## src/hw/rtl/atrd_pkg.sv

```systemverilog
// ----------------------------------------------------------------------------
// atrd_pkg: shared types and constants of the alpha text RLE decoder
// Widths, level codes, register indexes, state encodings and the
// command/status bundles between controller and datapath.
// ----------------------------------------------------------------------------
package atrd_pkg;

	localparam int COORD_BITS    = 16;
	localparam int LEVEL_BITS    = 8;
	localparam int COLOR_BITS    = 8;
	localparam int BPL_BITS      = 4;
	localparam int CFG_IDX_BITS  = 3;
	localparam int CFG_DATA_BITS = 16;
	localparam int DIV_BITS      = 16;
	localparam int DIV_CNT_BITS  = 4;

	localparam logic [LEVEL_BITS-1:0] ESCAPE_LEVEL = 8'h1f;
	localparam logic [LEVEL_BITS-1:0] FULL_ALPHA   = 8'hff;
	localparam logic [LEVEL_BITS-1:0] EMPTY_LEVEL  = 8'h00;

	typedef enum logic [CFG_IDX_BITS-1:0] {
		CFG_WIDTH  = 3'd0,
		CFG_HEIGHT = 3'd1,
		CFG_BPL    = 3'd2,
		CFG_RED    = 3'd3,
		CFG_GREEN  = 3'd4,
		CFG_BLUE   = 3'd5
	} cfg_idx_t;

	typedef enum logic [4:0] {
		PH_LEVEL = 5'b00001,
		PH_COUNT = 5'b00010,
		PH_RED   = 5'b00100,
		PH_GREEN = 5'b01000,
		PH_BLUE  = 5'b10000
	} phase_t;

	typedef enum logic [2:0] {
		ST_IDLE = 3'b001,
		ST_DIV  = 3'b010,
		ST_EMIT = 3'b100
	} ctrl_state_t;

	typedef struct packed {
		logic accept;
		logic div_start;
		logic emit;
	} atrd_cmd_t;

	typedef struct packed {
		logic has_run;
		logic div_done;
		logic out_free;
	} atrd_stat_t;

endpackage

```

## src/hw/rtl/atrd_if.sv

```systemverilog
// ----------------------------------------------------------------------------
// atrd_if: stream channels of the alpha text RLE decoder
// Coded byte channel in, run channel out; valid/ready handshake.
// ----------------------------------------------------------------------------
interface atrd_in_if import atrd_pkg::*; ();
	logic                  valid;
	logic                  ready;
	logic [LEVEL_BITS-1:0] code_byte;
	logic                  start_image;

	modport source(output valid, code_byte, start_image, input ready);
	modport sink(input valid, code_byte, start_image, output ready);
endinterface

interface atrd_out_if import atrd_pkg::*; ();
	logic                  valid;
	logic                  ready;
	logic [COORD_BITS-1:0] pos_x;
	logic [COORD_BITS-1:0] pos_y;
	logic [COORD_BITS-1:0] run_length;
	logic [COLOR_BITS-1:0] alpha;
	logic [COLOR_BITS-1:0] red;
	logic [COLOR_BITS-1:0] green;
	logic [COLOR_BITS-1:0] blue;
	logic                  image_done;

	modport source(output valid, pos_x, pos_y, run_length, alpha, red, green, blue,
		image_done, input ready);
	modport sink(input valid, pos_x, pos_y, run_length, alpha, red, green, blue,
		image_done, output ready);
endinterface

```

## src/hw/rtl/alpha_text_rle_decoder.sv

```systemverilog
// ----------------------------------------------------------------------------
// alpha_text_rle_decoder: run-length decoder for anti-aliased text bitmaps
// Usage:
//   codes carries one coded byte per beat; start_image on a beat clears the
//   position and reloads the color from fore_red/green/blue before decoding.
//   runs carries one run per beat: position, length, alpha, color and a flag
//   on the run that completes the last row. Configuration registers (width,
//   height, bits per level, fore color) are written through cfg_we/cfg_index/
//   cfg_data; the user must do so only while no byte is in flight (unchecked).
// Timing:
//   A byte that yields no run (color escape, color byte, level awaiting its
//   count, zero count after a maximum level, ignored byte) leaves ready
//   high. A byte that yields a run starts the bit-serial alpha divider
//   (level*255/max); its done flag moves the controller to its emit state,
//   which loads the output register once it is free. ready stays low from
//   the accept until the run is loaded, so the next byte waits for that.
//   Reset returns the decoder to expect a level byte with position and
//   color cleared and the registers at their defaults.
//   A stalled receiver holds the run in the output register; bytes without a
//   run keep being taken, and the next run waits until the register frees.
// ----------------------------------------------------------------------------
module alpha_text_rle_decoder import atrd_pkg::*; (
	input  logic                     clk,
	input  logic                     arst_n,
	input  logic                     cfg_we,
	input  logic [CFG_IDX_BITS-1:0]  cfg_index,
	input  logic [CFG_DATA_BITS-1:0] cfg_data,
	atrd_in_if.sink                  codes,
	atrd_out_if.source               runs
);

	atrd_cmd_t  cmd;
	atrd_stat_t stat;
	logic       in_ready;

	atrd_ctrl u_ctrl (
		.clk      (clk),
		.arst_n   (arst_n),
		.in_valid (codes.valid),
		.in_ready (in_ready),
		.stat     (stat),
		.cmd      (cmd)
	);

	atrd_dp u_dp (
		.clk         (clk),
		.arst_n      (arst_n),
		.cfg_we      (cfg_we),
		.cfg_index   (cfg_index),
		.cfg_data    (cfg_data),
		.code_byte   (codes.code_byte),
		.start_image (codes.start_image),
		.cmd         (cmd),
		.stat        (stat),
		.out_ready   (runs.ready),
		.out_valid   (runs.valid),
		.pos_x       (runs.pos_x),
		.pos_y       (runs.pos_y),
		.run_length  (runs.run_length),
		.alpha       (runs.alpha),
		.red         (runs.red),
		.green       (runs.green),
		.blue        (runs.blue),
		.image_done  (runs.image_done)
	);

	assign codes.ready = in_ready;

endmodule

```

## src/hw/rtl/atrd_div.sv

```systemverilog
// ----------------------------------------------------------------------------
// atrd_div: serial restoring divider
// One quotient bit per cycle; done is registered with the last bit and is high for a single cycle.
// ----------------------------------------------------------------------------
module atrd_div import atrd_pkg::*; (
	input  logic                clk,
	input  logic                arst_n,
	input  logic                start,
	input  logic [DIV_BITS-1:0] dividend,
	input  logic [DIV_BITS-1:0] divisor,
	output logic                done,
	output logic [DIV_BITS-1:0] quotient
);

	logic                    busy_q;
	logic                    done_q;
	logic [DIV_CNT_BITS-1:0] cnt_q;
	logic [DIV_BITS-1:0]     num_q;
	logic [DIV_BITS-1:0]     rem_q;
	logic [DIV_BITS-1:0]     dvs_q;
	logic [DIV_BITS:0]       trial;
	logic [DIV_BITS:0]       diff;
	logic                    ge;

	always_comb begin
		trial = {rem_q, num_q[DIV_BITS-1]};
		diff  = trial - {1'b0, dvs_q};
		ge    = trial >= {1'b0, dvs_q};
	end

	always_ff @(posedge clk or negedge arst_n) begin
		if (!arst_n) begin
			busy_q <= 1'b0;
			done_q <= 1'b0;
			cnt_q  <= '0;
		end else if (start) begin
			busy_q <= 1'b1;
			done_q <= 1'b0;
			cnt_q  <= '0;
		end else if (busy_q) begin
			cnt_q <= cnt_q + DIV_CNT_BITS'(1);
			if (cnt_q == DIV_CNT_BITS'(DIV_BITS - 1)) begin
				busy_q <= 1'b0;
				done_q <= 1'b1;
			end
		end else begin
			done_q <= 1'b0;
		end
	end

	always_ff @(posedge clk) begin
		if (start) begin
			num_q <= dividend;
			rem_q <= '0;
			dvs_q <= divisor;
		end else if (busy_q) begin
			rem_q <= ge ? diff[DIV_BITS-1:0] : trial[DIV_BITS-1:0];
			num_q <= {num_q[DIV_BITS-2:0], ge};
		end
	end

	assign done     = done_q;
	assign quotient = num_q;

endmodule

```

## src/hw/rtl/atrd_dp.sv

```systemverilog
// ----------------------------------------------------------------------------
// atrd_dp: datapath of the alpha text RLE decoder
// Configuration registers, decode phase, position and color state,
// byte decode, alpha divider and the output register.
// ----------------------------------------------------------------------------
module atrd_dp import atrd_pkg::*; (
	input  logic                     clk,
	input  logic                     arst_n,
	input  logic                     cfg_we,
	input  logic [CFG_IDX_BITS-1:0]  cfg_index,
	input  logic [CFG_DATA_BITS-1:0] cfg_data,
	input  logic [LEVEL_BITS-1:0]    code_byte,
	input  logic                     start_image,
	input  atrd_cmd_t                cmd,
	output atrd_stat_t               stat,
	input  logic                     out_ready,
	output logic                     out_valid,
	output logic [COORD_BITS-1:0]    pos_x,
	output logic [COORD_BITS-1:0]    pos_y,
	output logic [COORD_BITS-1:0]    run_length,
	output logic [COLOR_BITS-1:0]    alpha,
	output logic [COLOR_BITS-1:0]    red,
	output logic [COLOR_BITS-1:0]    green,
	output logic [COLOR_BITS-1:0]    blue,
	output logic                     image_done
);

	logic [COORD_BITS-1:0] width_q;
	logic [COORD_BITS-1:0] height_q;
	logic [BPL_BITS-1:0]   bpl_q;
	logic [COLOR_BITS-1:0] fore_red_q;
	logic [COLOR_BITS-1:0] fore_green_q;
	logic [COLOR_BITS-1:0] fore_blue_q;

	phase_t                phase_q;
	logic [LEVEL_BITS-1:0] held_q;
	logic [COORD_BITS-1:0] col_q;
	logic [COORD_BITS-1:0] row_q;
	logic [COLOR_BITS-1:0] red_q;
	logic [COLOR_BITS-1:0] green_q;
	logic [COLOR_BITS-1:0] blue_q;
	logic                  fin_q;
	logic [COORD_BITS-1:0] pend_len_q;
	logic                  out_valid_q;

	logic [COORD_BITS-1:0] width_eff;
	logic [BPL_BITS-1:0]   bpl_eff;
	logic [DIV_BITS-1:0]   level_max;
	phase_t                eff_phase;
	logic [COORD_BITS-1:0] eff_col;
	logic [COORD_BITS-1:0] eff_row;
	logic [COLOR_BITS-1:0] eff_red;
	logic [COLOR_BITS-1:0] eff_green;
	logic [COLOR_BITS-1:0] eff_blue;
	logic                  eff_fin;
	logic                  skip;
	logic [COORD_BITS-1:0] rem;
	logic [COORD_BITS-1:0] byte_ext;
	phase_t                nxt_phase;
	logic [LEVEL_BITS-1:0] nxt_held;
	logic [COLOR_BITS-1:0] nxt_red;
	logic [COLOR_BITS-1:0] nxt_green;
	logic [COLOR_BITS-1:0] nxt_blue;
	logic                  has_run;
	logic [COORD_BITS-1:0] run_len;
	logic [LEVEL_BITS-1:0] run_level;
	logic [DIV_BITS-1:0]   dividend;
	logic                  div_done;
	logic [DIV_BITS-1:0]   quot;
	logic [COORD_BITS:0]   col_sum;
	logic [COORD_BITS:0]   row_inc;
	logic                  row_end;
	logic                  last_row;

	always_ff @(posedge clk or negedge arst_n) begin
		if (!arst_n) begin
			width_q      <= COORD_BITS'(1);
			height_q     <= '0;
			bpl_q        <= BPL_BITS'(8);
			fore_red_q   <= '0;
			fore_green_q <= '0;
			fore_blue_q  <= '0;
		end else if (cfg_we) begin
			case (cfg_idx_t'(cfg_index))
				CFG_WIDTH:  width_q      <= cfg_data[COORD_BITS-1:0];
				CFG_HEIGHT: height_q     <= cfg_data[COORD_BITS-1:0];
				CFG_BPL:    bpl_q        <= cfg_data[BPL_BITS-1:0];
				CFG_RED:    fore_red_q   <= cfg_data[COLOR_BITS-1:0];
				CFG_GREEN:  fore_green_q <= cfg_data[COLOR_BITS-1:0];
				CFG_BLUE:   fore_blue_q  <= cfg_data[COLOR_BITS-1:0];
				default: begin
				end
			endcase
		end
	end

	always_comb begin
		width_eff = (width_q == '0) ? COORD_BITS'(1) : width_q;
		bpl_eff   = (bpl_q == '0) ? BPL_BITS'(1) : bpl_q;
		level_max = (DIV_BITS'(1) << bpl_eff) - DIV_BITS'(1);

		eff_phase = start_image ? PH_LEVEL : phase_q;
		eff_col   = start_image ? '0 : col_q;
		eff_row   = start_image ? '0 : row_q;
		eff_fin   = start_image ? 1'b0 : fin_q;
		eff_red   = start_image ? fore_red_q : red_q;
		eff_green = start_image ? fore_green_q : green_q;
		eff_blue  = start_image ? fore_blue_q : blue_q;

		skip     = eff_fin || (eff_row >= height_q);
		rem      = (eff_col < width_eff) ? (width_eff - eff_col) : COORD_BITS'(1);
		byte_ext = COORD_BITS'(code_byte);

		nxt_phase = eff_phase;
		nxt_held  = held_q;
		nxt_red   = eff_red;
		nxt_green = eff_green;
		nxt_blue  = eff_blue;
		has_run   = 1'b0;
		run_len   = COORD_BITS'(1);
		run_level = code_byte;

		if (!skip) begin
			case (eff_phase)
				PH_RED: begin
					nxt_red   = code_byte;
					nxt_phase = PH_GREEN;
				end
				PH_GREEN: begin
					nxt_green = code_byte;
					nxt_phase = PH_BLUE;
				end
				PH_BLUE: begin
					nxt_blue  = code_byte;
					nxt_phase = PH_LEVEL;
				end
				PH_COUNT: begin
					nxt_phase = PH_LEVEL;
					run_level = held_q;
					if (code_byte == EMPTY_LEVEL) begin
						has_run = (held_q == EMPTY_LEVEL);
						run_len = rem;
					end else begin
						has_run = 1'b1;
						run_len = (byte_ext < rem) ? byte_ext : rem;
					end
				end
				default: begin
					nxt_phase = PH_LEVEL;
					if (code_byte == ESCAPE_LEVEL) begin
						nxt_phase = PH_RED;
					end else if (code_byte == EMPTY_LEVEL ||
						DIV_BITS'(code_byte) == level_max) begin
						nxt_held  = code_byte;
						nxt_phase = PH_COUNT;
					end else begin
						has_run = 1'b1;
					end
				end
			endcase
		end

		dividend = DIV_BITS'(run_level) * DIV_BITS'(FULL_ALPHA);

		col_sum  = {1'b0, col_q} + {1'b0, pend_len_q};
		row_inc  = {1'b0, row_q} + (COORD_BITS + 1)'(1);
		row_end  = col_sum >= {1'b0, width_eff};
		last_row = row_end && (row_inc >= {1'b0, height_q});
	end

	atrd_div u_div (
		.clk      (clk),
		.arst_n   (arst_n),
		.start    (cmd.div_start),
		.dividend (dividend),
		.divisor  (level_max),
		.done     (div_done),
		.quotient (quot)
	);

	always_ff @(posedge clk or negedge arst_n) begin
		if (!arst_n) begin
			phase_q <= PH_LEVEL;
			held_q  <= '0;
			col_q   <= '0;
			row_q   <= '0;
			red_q   <= '0;
			green_q <= '0;
			blue_q  <= '0;
			fin_q   <= 1'b0;
		end else if (cmd.accept) begin
			phase_q <= nxt_phase;
			held_q  <= nxt_held;
			red_q   <= nxt_red;
			green_q <= nxt_green;
			blue_q  <= nxt_blue;
			col_q   <= eff_col;
			row_q   <= eff_row;
			fin_q   <= eff_fin;
		end else if (cmd.emit) begin
			if (row_end) begin
				col_q <= '0;
				row_q <= row_inc[COORD_BITS-1:0];
				if (last_row) begin
					fin_q <= 1'b1;
				end
			end else begin
				col_q <= col_sum[COORD_BITS-1:0];
			end
		end
	end

	always_ff @(posedge clk) begin
		if (cmd.accept) begin
			pend_len_q <= run_len;
		end
	end

	always_ff @(posedge clk or negedge arst_n) begin
		if (!arst_n) begin
			out_valid_q <= 1'b0;
		end else if (cmd.emit) begin
			out_valid_q <= 1'b1;
		end else if (out_ready) begin
			out_valid_q <= 1'b0;
		end
	end

	always_ff @(posedge clk) begin
		if (cmd.emit) begin
			pos_x      <= col_q;
			pos_y      <= row_q;
			run_length <= pend_len_q;
			alpha      <= quot[COLOR_BITS-1:0];
			red        <= red_q;
			green      <= green_q;
			blue       <= blue_q;
			image_done <= last_row;
		end
	end

	assign out_valid     = out_valid_q;
	assign stat.has_run  = has_run;
	assign stat.div_done = div_done;
	assign stat.out_free = !out_valid_q || out_ready;

endmodule

```

## src/hw/rtl/atrd_ctrl.sv

```systemverilog
// ----------------------------------------------------------------------------
// atrd_ctrl: controller of the alpha text RLE decoder
// Takes a byte, waits on the alpha divider for a run, then hands the run
// to the output register once it is free.
// ----------------------------------------------------------------------------
module atrd_ctrl import atrd_pkg::*; (
	input  logic       clk,
	input  logic       arst_n,
	input  logic       in_valid,
	output logic       in_ready,
	input  atrd_stat_t stat,
	output atrd_cmd_t  cmd
);

	ctrl_state_t state_q;
	ctrl_state_t state_d;

	always_comb begin
		in_ready      = (state_q == ST_IDLE);
		cmd.accept    = in_ready && in_valid;
		cmd.div_start = cmd.accept && stat.has_run;
		cmd.emit      = (state_q == ST_EMIT) && stat.out_free;

		state_d = state_q;
		case (state_q)
			ST_IDLE: begin
				if (cmd.div_start) begin
					state_d = ST_DIV;
				end
			end
			ST_DIV: begin
				if (stat.div_done) begin
					state_d = ST_EMIT;
				end
			end
			ST_EMIT: begin
				if (stat.out_free) begin
					state_d = ST_IDLE;
				end
			end
			default: begin
				state_d = ST_IDLE;
			end
		endcase
	end

	always_ff @(posedge clk or negedge arst_n) begin
		if (!arst_n) begin
			state_q <= ST_IDLE;
		end else begin
			state_q <= state_d;
		end
	end

endmodule

```

## src/flat_wrapper.sv

```systemverilog
// flat-port wrapper written by rule: the top's interface ports become plain ports
module alpha_text_rle_decoder_flat import atrd_pkg::*;
  (clk, arst_n, cfg_we, cfg_index, cfg_data, codes_valid, codes_code_byte, codes_start_image, codes_ready, runs_valid, runs_pos_x, runs_pos_y, runs_run_length, runs_alpha, runs_red, runs_green, runs_blue, runs_image_done, runs_ready);
  atrd_in_if codes_i ();
  atrd_out_if runs_i ();
  input  logic clk;
  input  logic arst_n;
  input  logic cfg_we;
  input  logic [CFG_IDX_BITS-1:0] cfg_index;
  input  logic [CFG_DATA_BITS-1:0] cfg_data;
  input wire logic [$bits(codes_i.valid)-1:0] codes_valid;
  input wire logic [$bits(codes_i.code_byte)-1:0] codes_code_byte;
  input wire logic [$bits(codes_i.start_image)-1:0] codes_start_image;
  output wire logic [$bits(codes_i.ready)-1:0] codes_ready;
  output wire logic [$bits(runs_i.valid)-1:0] runs_valid;
  output wire logic [$bits(runs_i.pos_x)-1:0] runs_pos_x;
  output wire logic [$bits(runs_i.pos_y)-1:0] runs_pos_y;
  output wire logic [$bits(runs_i.run_length)-1:0] runs_run_length;
  output wire logic [$bits(runs_i.alpha)-1:0] runs_alpha;
  output wire logic [$bits(runs_i.red)-1:0] runs_red;
  output wire logic [$bits(runs_i.green)-1:0] runs_green;
  output wire logic [$bits(runs_i.blue)-1:0] runs_blue;
  output wire logic [$bits(runs_i.image_done)-1:0] runs_image_done;
  input wire logic [$bits(runs_i.ready)-1:0] runs_ready;
  assign codes_i.valid = codes_valid;
  assign codes_i.code_byte = codes_code_byte;
  assign codes_i.start_image = codes_start_image;
  assign codes_ready = codes_i.ready;
  assign runs_valid = runs_i.valid;
  assign runs_pos_x = runs_i.pos_x;
  assign runs_pos_y = runs_i.pos_y;
  assign runs_run_length = runs_i.run_length;
  assign runs_alpha = runs_i.alpha;
  assign runs_red = runs_i.red;
  assign runs_green = runs_i.green;
  assign runs_blue = runs_i.blue;
  assign runs_image_done = runs_i.image_done;
  assign runs_i.ready = runs_ready;
  alpha_text_rle_decoder u_core (.clk(clk), .arst_n(arst_n), .cfg_we(cfg_we), .cfg_index(cfg_index), .cfg_data(cfg_data), .codes(codes_i), .runs(runs_i));
endmodule
```

## config.mk

```make
export PLATFORM = sky130hd
export DESIGN_NAME = alpha_text_rle_decoder_flat
export DESIGN_NICKNAME = d
export VERILOG_FILES = /design/src/hw/rtl/atrd_pkg.sv /design/src/hw/rtl/atrd_if.sv /design/src/hw/rtl/alpha_text_rle_decoder.sv /design/src/hw/rtl/atrd_div.sv /design/src/hw/rtl/atrd_dp.sv /design/src/hw/rtl/atrd_ctrl.sv /design/src/flat_wrapper.sv
export SDC_FILE = /design/constraint.sdc
export NUM_CORES = 1
export LEC_CHECK = 0
export BUFFER_PORTS_ARGS = -buffer_cell sky130_fd_sc_hd__buf_2
export CORE_ASPECT_RATIO = 0.7
export CORE_UTILIZATION = 35
export CTS_BUF_LIST = sky130_fd_sc_hd__clkbuf_8
export DETAILED_ROUTE_END_ITERATION = 10
export PLACE_DENSITY = 0.48
export SLEW_MARGIN = 20
export SYNTH_ARGS = -nofsm -noshare
export SYNTH_HDL_FRONTEND = slang
export SYNTH_SLANG_ARGS = --single-unit
```

## constraint.sdc

```tcl
create_clock -name clk -period 9.1 [get_ports clk]
set_clock_uncertainty 0.2 [all_clocks]
set_input_delay 1.82 -clock clk [delete_from_list [all_inputs] [get_ports clk]]
set_output_delay 1.82 -clock clk [all_outputs]
set_load 0.05 [all_outputs]
```

==> results of run 1 <==
==> path summary, 6_finish.rpt <==
kind                                                    start                        endpoint  slack [ns]  cells past startpoint
min in group asynchronous                              arst_n            u_core.u_dp.row_q[1]        1.01                      1
worst min register to register  u_core.u_dp.u_div.quotient[5]            u_core.u_dp.alpha[5]        0.25                      0
worst min-delay path            u_core.u_dp.u_div.quotient[5]            u_core.u_dp.alpha[5]        0.25                      0
worst max register to register           u_core.u_dp.row_q[0]  u_core.u_dp.u_div.quotient[14]        1.63                     27
max in group asynchronous                              arst_n     u_core.u_dp.fore_green_q[1]        6.46                      2
worst max-delay path                        codes_start_image  u_core.u_dp.u_div.quotient[14]        0.70                     29
==> power by group <==
| part | internal, mW | switching [mW] | leakage (nW) |
|---|---|---|---|
| logic | 0.800 | 1.04 | 4.83 |
| registers | 1.65 | 0.176 | 3.18 |
| clock network | 0.583 | 0.557 | 0.540 |
==> area by class of cell <==
| type | instances | area [sq um] |
|---|---|---|
| Antenna cell | 2 | 5.005 |
| Tap cell | 612 | 765.7 |
| Clock buffer | 52 | 715.7 |
| Multi-Input combinational cell | 1102 | 8325 |
| Sequential cell | 285 | 7702 |
| Clock inverter | 34 | 203.9 |
| Inverter | 130 | 488.0 |
| Fill cell | 4568 | 27890 |
| Timing Repair Buffer | 134 | 728.2 |
==> logic make-up (layout without fill, tap and decap cells) <==
| family | after synthesis | in the layout | share of synthesized area [%] |
|---|---|---|---|
| AO/OA/AOI/OAI | 374 | 374 | 14.63 |
| flip-flops | 285 | 285 | 45.96 |
| XOR/XNOR | 79 | 79 | 4.129 |
| buffers and inverters | 203 | 350 | 4.644 |
| multiplexers | 68 | 68 | 4.420 |
| adder cells (fa/ha/maj) | 171 | 171 | 13.98 |
| other | 2 | 5 | 0.04482 |
| AND/OR/NAND/NOR | 407 | 407 | 12.19 |
==> metal layers <==
metal	track usage, %	part of all wire, %	wire, microns
met1	29.15	53	23970
met2	26.45	40	17940
met3	3.390	4.6	2060
met4	5.895	2.4	1064
met5	0	0.029	13
==> per-stage QoR <==
step | instance area [sq um] | power, mW
after CTS | 18930 | 4.870
final | 18930 | 4.809
after global placement | 18010 | 3.673
after detailed placement | 18010 | 3.693
after global routing | 18930 | 5.203
after floorplan | 16780 | 3.243
==> sequential cells by signal (all words and copies together) (netlist names), 16 cells and up <==
signal	count
u_core.u_dp.u_div.quotient	16
u_core.u_dp.pos_y	16
u_core.u_dp.u_div.rem_q	16
u_core.u_dp.row_q	16
u_core.u_dp.pos_x	16
u_core.u_dp.pend_len_q	16
u_core.u_dp.width_q	16
u_core.u_dp.run_length	16
u_core.u_dp.col_q	16
u_core.u_dp.height_q	16
u_core.u_dp.u_div.dvs_q	16
==> Yosys cell counts (all sizes together) (11+ instances only) <==
cell type	count
mux2i	20
xor2	32
edfxtp	129
nor2b	36
nand2	137
o22ai	25
dfrtp	136
mux2	48
nand4	18
fa	27
o21ai	99
nor2	67
a211oi	19
a22o	16
a21oi	79
nand3	32
xnor2	47
o211ai	16
inv	130
clkbuf	57
or3	11
buf	16
ha	144
a21o	31
nand2b	18
a2bb2oi	25
nor3	26
dfxtp	16
==> results.tsv, run 1 <==
stage	metric	value	unit
critical_path	critPathBufInv	7	
clocking	clk_latency	0.61	ns
final_layout	fin_nets	1904	
critical_path	cpPeakStageDelay	0.74	ns
critical_path	arrival	8.53	ns
timing	setup_ws	0.7003	ns
outcome	outcome	finished clean	
final_layout	syn_to_final_growth	12.99	%
final_layout	drive_gt1_share	16.29	%
min_path	hold_path.class	flop to flop	
timing	period_minus_slack	8.400	ns
route	post_drt_via_cell_ratio	5.204	
clocking	cts.sinks	285	
synth	synth_seq_cells	285	
route	vias	12230	
clocking	cts-buffers-inserted	47	
place	place.detailed.hpwl	32.51	mm
timing	setup_viol	0	
critical_path	start_kind	primary input	
grt	grt_pass1_wl	71.41	mm
final_layout	layout_commonest_cell	inv_1	
synth	synth-edff-count	129	
place	dp_slack	0.09987	ns
final_layout	fin_cells	2351	
synth	syn-cell-area	16760	sq um
place	routabilityCongestion	0.8707	
clocking	cts_resized	0	
critical_path	cp_max_fo	12	
grt	grt_max_degree	80	
die	num_rows	66	
die	die_h	185.1	microns
final_layout	layout.cells.most_common_list	148 x inv_1, 144 x ha_1, 136 x nand2_1, 136 x dfrtp_1, 129 x edfxtp_1	
grt	grt_usage	18.95	%
route	drt_iter0_drc	827	
synth	seq_area_frac_synth	45.96	%
route	ant_nets	0	
place	portBuffers	115	
timing	finalHoldViolCount	0	
critical_path	cp.required	9.23	ns
clocking	cts_tree	built	
final_layout	fin_util	40.44	%
critical_path	critPathKind	primary input to flop	
timing	worst_pin_slew	0.9559	ns
synth	async_reset_ff_share	49.12	%
timing	slew_viol_final	0	
die	coreArea	46820	sq um
clocking	hold_buffers	0	
critical_path	crit_path_top_delay_cell	a311o_1	
route	drt-total-wl	45.04	mm
timing	worst_hold_slack	0.2477	ns
synth	synthCells	1589	
power_and_ir_drop	ir_worst_vdd	0.0001083	V
die	io_pins	116	
synth	synth_area_leaders	edfxtp_1 23%, dfrtp_1 20%, ha_1 11%, fa_1 3.2%, mux2_2 3.2%	
grt	antenna_found_initial	3	
run	maxCapViolations	0	
clocking	cts_root_buf	clkbuf_8	
route	wl_per_cell	19.16	microns
route	firstDrtPassIters	7	
power_and_ir_drop	leakagePower	8.541	nW
synth	synth_warnings	0	
timing	fmax	119.1	MHz
timing	fin_crit_sh	92.30	%
synth	synth_top_area_cell	edfxtp_1	
grt	grt_pass1_vias	12250	
place	dp.cells	2263	
clocking	cts_setup_buffers	0	
clocking	htreeDepth	2	
die	dieArea	48770	sq um
route	drc_errors	0	
die	die_x	263.5	microns
timing	max-slew-margin-rel	35.78	%
clocking	cts.path.max_buffers	3	
synth	synth_flop_cell	dfrtp_1	
grt	overflow	0	
critical_path	crit_path_end_kind	flop	
synth	yosys.area.top_type_share	23.12	%
die	initial_core_util	35.79	%
timing	tns	0	ns
synth	synth_cell_types	79	
critical_path	cpMostUsedCell	inv_1	
critical_path	cp_top_family	adder cells	
synth	syn_avg_cell_area	10.55	sq um
timing	rsz0062_at_grt	no	
power_and_ir_drop	power_density	254.0	nW/um^2
clocking	path_clk_slew	0.07	ns
Note: power is estimated with default switching activity, not from simulation.
==> run 2: changes to the inputs <==
--- a/config.mk
+++ b/config.mk
@@ -6,7 +6,7 @@
 export NUM_CORES = 1
 export LEC_CHECK = 0
 export BUFFER_PORTS_ARGS = -buffer_cell sky130_fd_sc_hd__buf_2
-export CORE_ASPECT_RATIO = 0.7
+export CORE_ASPECT_RATIO = 0.6
 export CORE_UTILIZATION = 35
 export CTS_BUF_LIST = sky130_fd_sc_hd__clkbuf_8
 export DETAILED_ROUTE_END_ITERATION = 10
==> results.tsv, run 2 (synthesis results as in run 1) <==
stage	metric	value	unit	change
timing	period_minus_slack	8.402	ns	was 8.400 ns
critical_path	crit_path_end_kind	flop		unchanged
min_path	hold_depth	0		unchanged
route	post_drt_via_cell_ratio	5.183		was 5.204
clocking	clk_latency	0.61	ns	about the same
critical_path	critPathKind	primary input to flop		unchanged
clocking	path_clk_slew	0.06	ns	was 0.07 ns
power_and_ir_drop	leakagePower	8.574	nW	was 8.541 nW
min_path	hold_path.class	flop to flop		unchanged
place	portBuffers	115		unchanged
die	io_pins	116		unchanged
outcome	outcome	finished clean		unchanged
route	drc_errors	0		unchanged
place	routabilityCongestion	0.8547		was 0.8707
route	drt_iter0_drc	1092		was 827
clocking	hold_buffers	0		unchanged
critical_path	cpMostUsedCell	ha_1		was inv_1
route	firstDrtPassIters	5		was 7
grt	grt_pass1_wl	72.02	mm	was 71.41 mm
timing	rsz0062_at_grt	no		unchanged
timing	finalHoldViolCount	0		unchanged
critical_path	start_kind	primary input		unchanged
clocking	cts.sinks	285		unchanged
final_layout	diodes	0		was 2
run	maxCapViolations	0		unchanged
critical_path	cp.required	9.23	ns	about the same
final_layout	fillers	4603		was 4,568
die	dieArea	48790	sq um	was 48,770 sq um
critical_path	r2r_cells	28		was 27
timing	fin_crit_sh	92.33	%	was 92.30%
clocking	cts_resized	0		unchanged
critical_path	cp_max_fo	18		was 12
critical_path	reg2reg_to	u_core.u_dp.u_div.quotient[15]		was u_core.u_dp.u_div.quotient[14]
clocking	cts_setup_buffers	0		unchanged
final_layout	layout.cells.most_common_list	144 x ha_1, 143 x inv_1, 136 x nand2_1, 136 x dfrtp_1, 129 x edfxtp_1		was 148 x inv_1, 144 x ha_1, 136 x nand2_1, 136 x dfrtp_1, 129 x edfxtp_1
timing	max-slew-margin-rel	29.61	%	was 35.78%
grt	grt_pass1_vias	11940		was 12.25k
die	coreArea	46790	sq um	was 46,820 sq um
final_layout	drive_gt1_share	16.55	%	was 16.29%
timing	slew_viol_final	0		unchanged
final_layout	fin_nets	1904		unchanged
critical_path	crit_path_top_delay_cell	a311o_1		unchanged
grt	overflow	0		unchanged
clocking	cts.path.max_buffers	3		unchanged
route	vias	12280		was 12.23k
critical_path	cp_top_family	adder cells		unchanged
clocking	cts_root_buf	clkbuf_8		unchanged
grt	grt_max_degree	72		was 80
die	die_h	171.5	microns	was 185.1 microns
clocking	cts-buffers-inserted	49		was 47
route	wl_per_cell	19.40	microns	was 19.16 microns
clocking	cts_tree	built		unchanged
clocking	htreeDepth	2		unchanged
route	drt-total-wl	45.98	mm	was 45.04 mm
place	place.detailed.hpwl	33.57	mm	was 32.51 mm
min_path	hp-start	u_core.u_dp.u_div.quotient[7]		was u_core.u_dp.u_div.quotient[5]
power_and_ir_drop	power_density	258.9	nW/um^2	was 254.0 nW/um^2
timing	tns	0	ns	unchanged
die	die_x	284.5	microns	was 263.5 microns
die	num_rows	61		was 66
place	place_area	18020	sq um	was 18,010 sq um
final_layout	syn_to_final_growth	13.58	%	was 12.99%
min_path	min_to	u_core.u_dp.alpha[7]		was u_core.u_dp.alpha[5]
grt	grt_usage	19.17	%	was 18.95%
critical_path	arrival	8.53	ns	about the same
critical_path	cpPeakStageDelay	0.60	ns	was 0.74 ns
power_and_ir_drop	ir_worst_vdd	0.0001196	V	was 0.0001083 V
critical_path	critPathBufInv	4		was 7
die	initial_core_util	35.82	%	was 35.79%
final_layout	fin_area	19030	sq um	was 18,930 sq um
critical_path	r2r_slack	1.72	ns	was 1.63 ns
timing	fmax	119.0	MHz	was 119.1 MHz
grt	antenna_found_initial	0		was 3
timing	setup_viol	0		unchanged
timing	worst_pin_slew	1.055	ns	was 0.9559 ns
route	ant_nets	0		unchanged
final_layout	layout_commonest_cell	ha_1		was inv_1
critical_path	worstReg2RegStart	u_core.u_dp.row_q[9]		was u_core.u_dp.row_q[0]
run 2: cell count changes in the layout (fill, tap and decap cells not counted), moves of 2 or more:
| cell | previous run | this run |
|---|---|---|
| clkinv_2 | 6 | 11 |
| clkinvlp_4 | 3 | 0 |
| clkinv_1 | 2 | 7 |
| bufinv_16 | 2 | 5 |
| inv_1 | 148 | 143 |
| diode_2 | 2 | 0 |
run 2: layout make-up:
class                      instances  area, sq um  share of cell area [%]
multi-input combinational       1102         8333                   43.78
sequential                       285         7702                   40.47
tap                              630        788.3                   4.141
clock buffer                      52        715.7                   3.760
timing repair buffer             132        709.4                   3.727
inverter                         130        488.0                   2.564
clock inverter                    39        296.5                   1.558
run 2: worst max path at each step:
stage	startpoint	endpoint	slack (ns)	cells past startpoint
after floorplan	codes_start_image	u_core.u_dp.u_div.quotient[14]	0.05	32
after global placement	codes_start_image	u_core.u_dp.u_div.quotient[15]	0.16	30
after detailed placement	codes_start_image	u_core.u_dp.u_div.quotient[15]	0.08	30
after CTS	codes_start_image	u_core.u_dp.u_div.quotient[15]	0.71	30
after global routing	codes_start_image	u_core.u_dp.u_div.quotient[15]	0.12	30
final	codes_start_image	u_core.u_dp.u_div.quotient[15]	0.70	29
run 2: metal layers:
metal	track usage (%)	vias to the layer above	wire length [microns]
met1	31.26	5968	25340
met4	4.021	0	728
met2	24.99	306	17170
met3	3.966	57	2751
li1	-	5952	-
met5	0	-	0
run 2: power by group:
part	switching (mW)	leakage, nW	internal, mW	total, mW
registers	0.172	3.18	1.65	1.82
clock network	0.567	0.583	0.673	1.24
logic	1.07	4.82	0.799	1.87
run 2: stage by stage:
step | worst slack (ns) | utilization [%] | hold slack [ns] | power (mW) | std cells
2_1_floorplan | 0.05055 | - | 0.2257 | 3.243 | 1590
3_3_place_gp | 0.1620 | 38.51 | 0.2422 | 3.678 | 2279
3_5_place_dp | 0.08298 | 38.51 | 0.2342 | 3.701 | 2279
4_1_cts | 0.7130 | 40.67 | 0.2522 | 4.975 | 2370
5_1_grt | 0.1200 | 40.68 | 0.2663 | 5.319 | 2370
6_report | 0.6983 | 40.68 | 0.2545 | 4.927 | 2370
run 2: worst register-to-register path, delay by kind of cell, from the launching register on:
| family | cells | cell delay [ns] |
|---|---|---|
| simple gates | 7 | 1.01 |
| flops | 1 | 0.48 |
| fa+ha+maj | 7 | 2.35 |
| buf+inv | 3 | 0.16 |
| mux | 1 | 0.42 |
| xor+xnor | 1 | 0.16 |
| compound gates | 9 | 2.34 |
